<file path="src/rtl/core/hrhe_pkg.sv">
// Shared types, codes and constants for the HTTP request host extractor.
// Used by hrhe_parse and http_request_host_extractor; depends on nothing.
`default_nettype none

package hrhe_pkg;

  // Field widths of one input item and one result item.
  localparam int unsigned ByteW   = 8;
  localparam int unsigned TagW    = 2;
  localparam int unsigned StatusW = 2;
  localparam int unsigned CountW  = 3;

  // Packed stream widths: the result data carries byte and status, padded to bytes.
  localparam int unsigned InDataW  = 8;
  localparam int unsigned OutDataW = 16;

  // Number of characters in the header name that is searched for.
  localparam logic [CountW-1:0] NameLen = 3'd4;

  // Parser phases.
  typedef enum logic [3:0] {
    PH_METHOD_START = 4'd0,
    PH_METHOD       = 4'd1,
    PH_GAP          = 4'd2,
    PH_PATH         = 4'd3,
    PH_REST         = 4'd4,
    PH_NAME         = 4'd5,
    PH_SKIP_LINE    = 4'd6,
    PH_VALUE_BLANK  = 4'd7,
    PH_VALUE        = 4'd8
  } phase_t;

  // Tag on a passed-through byte.
  typedef enum logic [TagW-1:0] {
    TAG_NONE   = 2'd0,
    TAG_METHOD = 2'd1,
    TAG_PATH   = 2'd2,
    TAG_HOST   = 2'd3
  } tag_t;

  // Outcome of a request.
  typedef enum logic [StatusW-1:0] {
    ST_PENDING = 2'd0,
    ST_FOUND   = 2'd1,
    ST_REJECT  = 2'd2
  } status_t;

  // Character constants.
  localparam logic [ByteW-1:0] ChColon = 8'h3A;
  localparam logic [ByteW-1:0] ChLf    = 8'h0A;
  localparam logic [ByteW-1:0] ChCr    = 8'h0D;
  localparam logic [ByteW-1:0] ChSpace = 8'h20;
  localparam logic [ByteW-1:0] ChTab   = 8'h09;
  localparam logic [ByteW-1:0] ChVt    = 8'h0B;
  localparam logic [ByteW-1:0] ChFf    = 8'h0C;
  localparam logic [ByteW-1:0] ChNul   = 8'h00;

  // One input item.
  typedef struct packed {
    logic [ByteW-1:0] data_byte;
    logic             last_byte;
  } item_t;

  // One result item.
  typedef struct packed {
    tag_t             tag;
    logic [ByteW-1:0] data;
    status_t          status;
  } result_t;

  // Characters of the header name "Host", indexed from the first.
  function automatic logic [ByteW-1:0] host_char(input logic [1:0] idx);
    logic [ByteW-1:0] ch;
    case (idx)
      2'd0:    ch = 8'h48;
      2'd1:    ch = 8'h6F;
      2'd2:    ch = 8'h73;
      2'd3:    ch = 8'h74;
      default: ch = 8'h48;
    endcase
    return ch;
  endfunction

  function automatic logic is_newline(input logic [ByteW-1:0] b);
    return (b == ChLf) || (b == ChCr);
  endfunction

  function automatic logic is_white(input logic [ByteW-1:0] b);
    return (b == ChSpace) || (b == ChTab) || (b == ChLf) || (b == ChVt) ||
           (b == ChFf) || (b == ChCr);
  endfunction

  function automatic logic is_line_end(input logic [ByteW-1:0] b);
    return is_newline(b) || (b == ChNul);
  endfunction

endpackage

`default_nettype wire

</file>
<file path="src/rtl/core/http_request_host_extractor.sv">
// Channel   | Dir | Transfer fields
// in_       | in  | tdata[7:0] data_byte, tlast last_byte
// out_      | out | tuser[1:0] field_tag, tdata[7:0] out_byte, tdata[9:8] status
//
// Each byte gives one result. A byte is registered in the input register on acceptance,
// decoded combinationally against the parser state and loaded into the result register,
// from which its result is offered; one byte per cycle is sustained while the result
// side does not stall.
// Reset (rst_n low, synchronous) empties both registers and rearms the parser.
// A stall on the result side holds the result register and then the input register;
// in_tready follows out_tready combinationally through the two stages.
// Top level of the HTTP request host extractor; depends on hrhe_pkg and hrhe_parse.
`default_nettype none

module http_request_host_extractor (
  input  wire                               clk,
  input  wire                               rst_n,
  input  wire                               in_tvalid,
  output logic                              in_tready,
  input  wire  [hrhe_pkg::InDataW-1:0]      in_tdata,   // [7:0] data_byte
  input  wire                               in_tlast,   // last_byte
  output logic                              out_tvalid,
  input  wire                               out_tready,
  output logic [hrhe_pkg::OutDataW-1:0]     out_tdata,  // [7:0] out_byte, [9:8] status
  output logic [hrhe_pkg::TagW-1:0]         out_tuser   // [1:0] field_tag
);

  logic                 in_valid_r;
  hrhe_pkg::item_t      in_item_r;
  logic                 out_valid_r;
  hrhe_pkg::result_t    out_res_r;
  hrhe_pkg::result_t    res;
  logic                 out_load;
  logic                 in_load;

  // The result register takes a new item when empty or being drained.
  assign out_load  = in_valid_r && (!out_valid_r || out_tready);
  assign in_tready = !in_valid_r || out_load;
  assign in_load   = in_tvalid && in_tready;

  // Input register.
  always_ff @(posedge clk) begin
    if (!rst_n) begin
      in_valid_r <= 1'b0;
    end else if (in_tready) begin
      in_valid_r <= in_tvalid;
    end
  end

  always_ff @(posedge clk) begin
    if (in_load) begin
      in_item_r.data_byte <= in_tdata[hrhe_pkg::ByteW-1:0];
      in_item_r.last_byte <= in_tlast;
    end
  end

  // Per-byte decode against the parser state.
  hrhe_parse u_parse (
    .clk   (clk),
    .rst_n (rst_n),
    .step  (out_load),
    .item  (in_item_r),
    .res   (res)
  );

  // Result register.
  always_ff @(posedge clk) begin
    if (!rst_n) begin
      out_valid_r <= 1'b0;
    end else if (out_load) begin
      out_valid_r <= 1'b1;
    end else if (out_tready) begin
      out_valid_r <= 1'b0;
    end
  end

  always_ff @(posedge clk) begin
    if (out_load) begin
      out_res_r <= res;
    end
  end

  assign out_tvalid = out_valid_r;
  assign out_tuser  = out_res_r.tag;
  assign out_tdata  = {{(hrhe_pkg::OutDataW - hrhe_pkg::ByteW - hrhe_pkg::StatusW){1'b0}},
                       out_res_r.status, out_res_r.data};

  // A held input item keeps its contents while the result side stalls.
  a_hold_input: assert property (@(posedge clk) disable iff (!rst_n)
    in_valid_r && !out_load |=> in_valid_r && $stable(in_item_r))
    else $error("http_request_host_extractor: input register lost an item");

  // A pending result is never overwritten before it is taken.
  a_no_overwrite: assert property (@(posedge clk) disable iff (!rst_n)
    out_valid_r && !out_tready |-> !out_load)
    else $error("http_request_host_extractor: result overwritten");

  // Untagged results carry a zero byte.
  a_zero_untagged: assert property (@(posedge clk) disable iff (!rst_n)
    out_valid_r && (out_res_r.tag == hrhe_pkg::TAG_NONE) |-> (out_res_r.data == '0))
    else $error("http_request_host_extractor: byte on untagged result");

endmodule

`default_nettype wire

</file>
<file path="src/rtl/core/hrhe_parse.sv">
// Parser state and per-byte decode logic for the HTTP request host extractor.
// Depends on hrhe_pkg for phases, codes, character tests and item/result types.
`default_nettype none

module hrhe_parse (
  input  wire                 clk,
  input  wire                 rst_n,
  input  wire                 step,     // the item is handed on this cycle
  input  wire hrhe_pkg::item_t item,
  output hrhe_pkg::result_t   res
);

  hrhe_pkg::phase_t                  phase_r,     phase_nxt;
  logic [hrhe_pkg::CountW-1:0]       match_cnt_r, match_cnt_nxt;
  logic                              match_ok_r,  match_ok_nxt;
  logic                              decided_r,   decided_nxt;

  logic [hrhe_pkg::ByteW-1:0]        b;
  logic                              last;
  hrhe_pkg::tag_t                    tag;
  hrhe_pkg::status_t                 status;
  logic                              name_hit;

  assign b    = item.data_byte;
  assign last = item.last_byte;

  // The next name character matches while the name still agrees with "Host".
  assign name_hit = match_ok_r && (match_cnt_r < hrhe_pkg::NameLen) &&
                    (b == hrhe_pkg::host_char(match_cnt_r[1:0]));

  // Decode one byte: phase transition, tag and status.
  always_comb begin
    phase_nxt     = phase_r;
    match_cnt_nxt = match_cnt_r;
    match_ok_nxt  = match_ok_r;
    decided_nxt   = decided_r;
    tag           = hrhe_pkg::TAG_NONE;
    status        = hrhe_pkg::ST_PENDING;

    if (!decided_r) begin
      case (phase_r)
        hrhe_pkg::PH_METHOD_START: begin
          if (hrhe_pkg::is_white(b)) begin
            status = hrhe_pkg::ST_REJECT;
          end else begin
            tag       = hrhe_pkg::TAG_METHOD;
            phase_nxt = hrhe_pkg::PH_METHOD;
          end
        end
        hrhe_pkg::PH_METHOD: begin
          if (hrhe_pkg::is_newline(b)) begin
            status = hrhe_pkg::ST_REJECT;
          end else if (hrhe_pkg::is_white(b)) begin
            phase_nxt = hrhe_pkg::PH_GAP;
          end else begin
            tag = hrhe_pkg::TAG_METHOD;
          end
        end
        hrhe_pkg::PH_GAP: begin
          if (hrhe_pkg::is_newline(b)) begin
            status = hrhe_pkg::ST_REJECT;
          end else if (!hrhe_pkg::is_white(b)) begin
            tag       = hrhe_pkg::TAG_PATH;
            phase_nxt = hrhe_pkg::PH_PATH;
          end
        end
        hrhe_pkg::PH_PATH: begin
          if (hrhe_pkg::is_newline(b)) begin
            status = hrhe_pkg::ST_REJECT;
          end else if (hrhe_pkg::is_white(b)) begin
            phase_nxt = hrhe_pkg::PH_REST;
          end else begin
            tag = hrhe_pkg::TAG_PATH;
          end
        end
        hrhe_pkg::PH_REST: begin
          if (hrhe_pkg::is_newline(b)) begin
            match_cnt_nxt = '0;
            match_ok_nxt  = 1'b1;
            phase_nxt     = hrhe_pkg::PH_NAME;
          end
        end
        hrhe_pkg::PH_NAME: begin
          if (hrhe_pkg::is_line_end(b)) begin
            match_cnt_nxt = '0;
            match_ok_nxt  = 1'b1;
          end else if (b == hrhe_pkg::ChColon) begin
            if (match_ok_r && (match_cnt_r == hrhe_pkg::NameLen)) begin
              phase_nxt = hrhe_pkg::PH_VALUE_BLANK;
            end else begin
              phase_nxt = hrhe_pkg::PH_SKIP_LINE;
            end
          end else if (name_hit) begin
            match_cnt_nxt = match_cnt_r + 3'd1;
          end else begin
            match_ok_nxt = 1'b0;
          end
        end
        hrhe_pkg::PH_SKIP_LINE: begin
          if (hrhe_pkg::is_line_end(b)) begin
            match_cnt_nxt = '0;
            match_ok_nxt  = 1'b1;
            phase_nxt     = hrhe_pkg::PH_NAME;
          end
        end
        hrhe_pkg::PH_VALUE_BLANK: begin
          if (hrhe_pkg::is_line_end(b)) begin
            status = hrhe_pkg::ST_FOUND;
          end else if (!hrhe_pkg::is_white(b)) begin
            tag       = hrhe_pkg::TAG_HOST;
            phase_nxt = hrhe_pkg::PH_VALUE;
          end
        end
        hrhe_pkg::PH_VALUE: begin
          if (hrhe_pkg::is_line_end(b)) begin
            status = hrhe_pkg::ST_FOUND;
          end else begin
            tag = hrhe_pkg::TAG_HOST;
          end
        end
        default: begin
          status = hrhe_pkg::ST_REJECT;
        end
      endcase

      // The last byte forces a decision: success only inside the host value.
      if (last && (status == hrhe_pkg::ST_PENDING)) begin
        if ((phase_nxt == hrhe_pkg::PH_VALUE_BLANK) || (phase_nxt == hrhe_pkg::PH_VALUE)) begin
          status = hrhe_pkg::ST_FOUND;
        end else begin
          status = hrhe_pkg::ST_REJECT;
        end
      end

      if (status != hrhe_pkg::ST_PENDING) begin
        decided_nxt = 1'b1;
      end
    end

    // The last byte of a buffer rearms the parser.
    if (last) begin
      phase_nxt     = hrhe_pkg::PH_METHOD_START;
      match_cnt_nxt = '0;
      match_ok_nxt  = 1'b1;
      decided_nxt   = 1'b0;
    end

    res.tag    = tag;
    res.data   = (tag != hrhe_pkg::TAG_NONE) ? b : '0;
    res.status = status;
  end

  // Parser state advances only when an item is handed on.
  always_ff @(posedge clk) begin
    if (!rst_n) begin
      phase_r     <= hrhe_pkg::PH_METHOD_START;
      match_cnt_r <= '0;
      match_ok_r  <= 1'b1;
      decided_r   <= 1'b0;
    end else if (step) begin
      phase_r     <= phase_nxt;
      match_cnt_r <= match_cnt_nxt;
      match_ok_r  <= match_ok_nxt;
      decided_r   <= decided_nxt;
    end
  end

  // Once decided, bytes pass silently until the buffer ends.
  a_quiet_after_decision: assert property (@(posedge clk) disable iff (!rst_n)
    step && decided_r |-> (res.tag == hrhe_pkg::TAG_NONE) && (res.status == hrhe_pkg::ST_PENDING))
    else $error("hrhe_parse: output after decision");

  // A last byte always leaves the parser rearmed.
  a_rearm_on_last: assert property (@(posedge clk) disable iff (!rst_n)
    step && last |=> (phase_r == hrhe_pkg::PH_METHOD_START) && !decided_r &&
                     (match_cnt_r == '0) && match_ok_r)
    else $error("hrhe_parse: not rearmed after last byte");

  // A last byte that is not already past a decision always reports an outcome.
  a_last_decides: assert property (@(posedge clk) disable iff (!rst_n)
    step && last && !decided_r |-> (res.status != hrhe_pkg::ST_PENDING))
    else $error("hrhe_parse: buffer ended without a status");

  // The name match count never runs past the name length.
  a_count_range: assert property (@(posedge clk) disable iff (!rst_n)
    match_cnt_r <= hrhe_pkg::NameLen)
    else $error("hrhe_parse: name match count out of range");

endmodule

`default_nettype wire

</file>
<file path="config.mk">
export PLATFORM = sky130hd
export DESIGN_NAME = http_request_host_extractor
export DESIGN_NICKNAME = d
export VERILOG_FILES = /design/src/rtl/core/hrhe_pkg.sv /design/src/rtl/core/http_request_host_extractor.sv /design/src/rtl/core/hrhe_parse.sv
export SDC_FILE = /design/constraint.sdc
export NUM_CORES = 1
export LEC_CHECK = 0
export ABC_AREA = 1
export BUFFER_PORTS_ARGS = -buffer_cell sky130_fd_sc_hd__buf_2
export CORE_MARGIN = 5
export CORE_UTILIZATION = 55
export CTS_CLUSTER_DIAMETER = 40
export DETAILED_ROUTE_END_ITERATION = 8
export PLACE_DENSITY = 0.84
export SETUP_SLACK_MARGIN = 0.5
export SYNTH_ARGS = -nofsm -noshare
export SYNTH_HDL_FRONTEND = slang
export SYNTH_HIERARCHICAL = 1
export SYNTH_SLANG_ARGS = --single-unit
</file>
<file path="constraint.sdc">
create_clock -name clk -period 2.8 [get_ports clk]
set_clock_uncertainty 0.2 [all_clocks]
set_input_delay 0.42 -clock clk [delete_from_list [all_inputs] [get_ports clk]]
set_output_delay 0.42 -clock clk [all_outputs]
set_load 0.01 [all_outputs]
</file>
==> impl_results.md <==
* Status: finished clean
* Filler cell count at 263
* Drt wl/cell at approximately 13 microns
* Grt met3 use at around 5.9%
* Critical Path Sink Type: flop
* Port Buffers at 26
* Global-route usage over all layers at 17.5%
* Global routing met2 resource utilization at 28.1%
* Clock Tree Root: clkbuf_4
* Syn Area/Cell at approximately 7.8 sq um
* Clk sinks at 32
* Peak VDD IR at about 270 uV
* Layout cells sized above 1 at between 20% and 30%
* Worst EP arrival at about 2.2 ns
* Critical Path Start Type: flop
* Die Footprint at 4830 sq um
* Req. time, crit path at between 2 and 3 ns
* DR iter-0 viols at around 120
* P_leak at between 1 and 1.5 nW
* Setup-failing EPs final at 0
* Largest net degree at the start of global routing at 15
* Synth Register Bits at 32
* CP Max Fanout at 8
* First-pass GRT wire length at between 6 and 7 mm
* Area grow syn2layout at 18.8%
* IO Pins at 33
* First-pass DRT Iterations at 4
* Footprint of the multi-input gates at 967 sq um
* Num CTS Buffers at 5
* Hpwl dp at 3.15 mm
* Rel. slew slack at ~60%
* Die height at between 60 and 70 microns
* Crit share post-route at approximately 81%
* Worst-case clock buffer depth at 2
* WS Path Type: reg -> reg
* Hold Fails Final Rpt at 0
* Remaining antenna violation count after routing at 0
* Syn Inst Count at 250
* FF/Latch Area at between 800 and 900 sq um
* GP Congestion at slightly below 1
* GRT met1 Usage at 21.5%
* Initial core utilization at a little under three fifths
* Final worst path period need at 2.27 ns
* Sequential element share of the synthesized area at between 40% and 50%
* Commonest non-fill, non-tap cell in the layout: nand2_1
* Row Count at 21
* Reg-to-reg slack, setup at roughly 0.53 ns
* Clock transition at the registers of the reported paths at around 0.1 ns
* Least-Margin Pin Slew at just over 0.6 ns
* Core Box Area at around 3400 sq um
* Synthesized cell area at approximately 2000 sq um
* Width of the die at slightly below 70 microns
* Clock latency on the worst-skew pair at around 0.34 ns
* Distinct cells, synth at 33
* Most frequent cells in the layout: 51 x nand2_1, 33 x inv_1, 27 x nor2_1, 26 x buf_2, 21 x edfxtp_1
* RSZ-0062 raised after global routing: yes
* Maximum clock frequency at 440 MHz
* Layout Nets at 311
* Yosys warns at 6
* Max Cap Violations at 0
* Vias in the first global route at around 1500
* Via density at ~5.2
* Worst Hold Margin at just over 0.05 ns
* Max-slew violations at 0
* Remaining Overflow, GRT at 0
* PD cells at about 400 nW/um^2
* Most crowded layer after global routing: met2
* H-tree Lvls at 2
* Final Util at between 60% and 70%
* TritonCTS clock tree: built
* Initial antenna violation count at 0
* DRT Wirelength at between 4 and 5 mm
* Inserted Diodes at 0
* Min-Delay Path Class: in -> reg
* Setup TNS at 0 ns
* Final routed DRC violation total at 0
* Hold buffers post-CTS at 0
* Routed vias at ~1800
==> synth_stat cells <==
master / instances / area [sq um]
nand2_4: 2 / 22.5
o22ai_1: 1 / 6.26
or2_2: 1 / 6.26
a2111oi_0: 1 / 8.76
o21bai_1: 1 / 7.51
inv_4: 1 / 6.26
dfxtp_1: 11 / 220
inv_2: 6 / 22.5
edfxtp_1: 21 / 631
nand2_2: 3 / 18.8
nor2_2: 4 / 25.0
conb_1: 1 / 3.75
nor3_1: 6 / 30.0
and3_1: 1 / 6.26
a21oi_1: 16 / 80.1
nand4_1: 4 / 25.0
a21oi_2: 2 / 17.5
xor2_1: 2 / 17.5
nor2_8: 1 / 20.0
a31oi_1: 1 / 6.26
o21ai_2: 2 / 17.5
nor2_4: 1 / 11.3
nor3_2: 1 / 10.0
o21ai_0: 7 / 35.0
o21ai_1: 2 / 10.0
o31ai_1: 1 / 7.51
buf_4: 6 / 45.0
nand2_1: 53 / 199
ha_1: 5 / 62.6
nand3_1: 16 / 80.1
nor2_1: 31 / 116
nand3_2: 4 / 40.0
inv_1: 35 / 131
==> area by class of cell <==
cell class | instances | area share (%)
multi-input combinational | 175 | 41.8
sequential | 32 | 36.9
timing repair buffer | 37 | 9.19
inverter | 42 | 6.92
tap | 46 | 2.49
clock buffer | 6 | 2.22
clock inverter | 2 | 0.433
==> what timing repair did <==
item	4_1_cts	5_1_grt
buffers inserted	0	10
endpoints found under the hold margin	0	0
endpoints found under the setup margin	0	13
resized for setup	0	20
==> flip-flops by register name, indices dropped and copies added, names as in the netlist <==
signal,cells
u_parse/phase_r,4
u_parse/decided_r,1
in_valid_r,1
out_tvalid,1
out_tdata,10
in_item_r,9
u_parse/match_cnt_r,3
u_parse/match_ok_r,1
out_tuser,2
==> critical path, stage by stage, from the launching register on <==
cell      delay, ns
edfxtp_1       0.51
nor2_1         0.18
nand2_1        0.11
nor2_1         0.11
inv_1          0.08
nand2_4        0.11
inv_4          0.06
nand3_4        0.06
inv_2          0.05
a21oi_2        0.10
o21ai_1        0.08
nand2_1        0.08
inv_2          0.06
nor2_8         0.17
nor2_1         0.06
==> report_power, final <==
| group | switching, mW | total [mW] | internal, mW | leakage, nW |
|---|---|---|---|---|
| Combinational | 0.0734 | 0.118 | 0.0445 | 0.759 |
| Clock | 0.153 | 0.273 | 0.119 | 0.0380 |
| Sequential | 0.0136 | 0.539 | 0.525 | 0.289 |
| Total | 0.240 | 0.929 | 0.689 | 1.09 |
==> stage by stage <==
| step | total power [mW] | cell area, sq um | cells | setup WS (ns) |
|---|---|---|---|---|
| final | 0.929 | 2310 | 340 | 0.528 |
| after global routing | 0.985 | 2310 | 340 | 0.389 |
| after CTS | 0.928 | 2190 | 330 | 0.546 |
| after detailed placement | 0.653 | 2130 | 322 | 0.590 |
| after global placement | 0.650 | 2130 | 322 | 0.643 |
| after floorplan | 0.625 | 1980 | 255 | 0.647 |
==> cells by family (layout without fill, tap and decap cells) <==
| kind of cell | count (synthesis) | after routing | share of synthesized area, % |
|---|---|---|---|
| buffers and inverters | 48 | 87 | 10.5 |
| flip-flops | 32 | 32 | 43.7 |
| XOR/XNOR | 2 | 2 | 0.900 |
| AO/OA/AOI/OAI | 34 | 34 | 10.1 |
| AND/OR/NAND/NOR | 128 | 128 | 31.4 |
| adder cells (fa/ha/maj) | 5 | 5 | 3.21 |
| other | 1 | 6 | 0.193 |
==> path summary, 6_finish.rpt <==
kind,cells after the start,end,from
max reg2reg,14,out_tdata[5],in_item_r[3]
min,1,in_item_r[2],in_tdata[1]
min reg2reg,2,u_parse/match_cnt_r[2],u_parse/match_cnt_r[2]
max,14,out_tdata[5],in_item_r[3]
==> per-layer routing <==
metal | wire (microns) | vias up
li1 | - | 891
met1 | 1700 | 778
met2 | 2100 | 99
met3 | 399 | 16
met4 | 117 | 0
met5 | 0 | -
(Power assumes the default switching activity.)
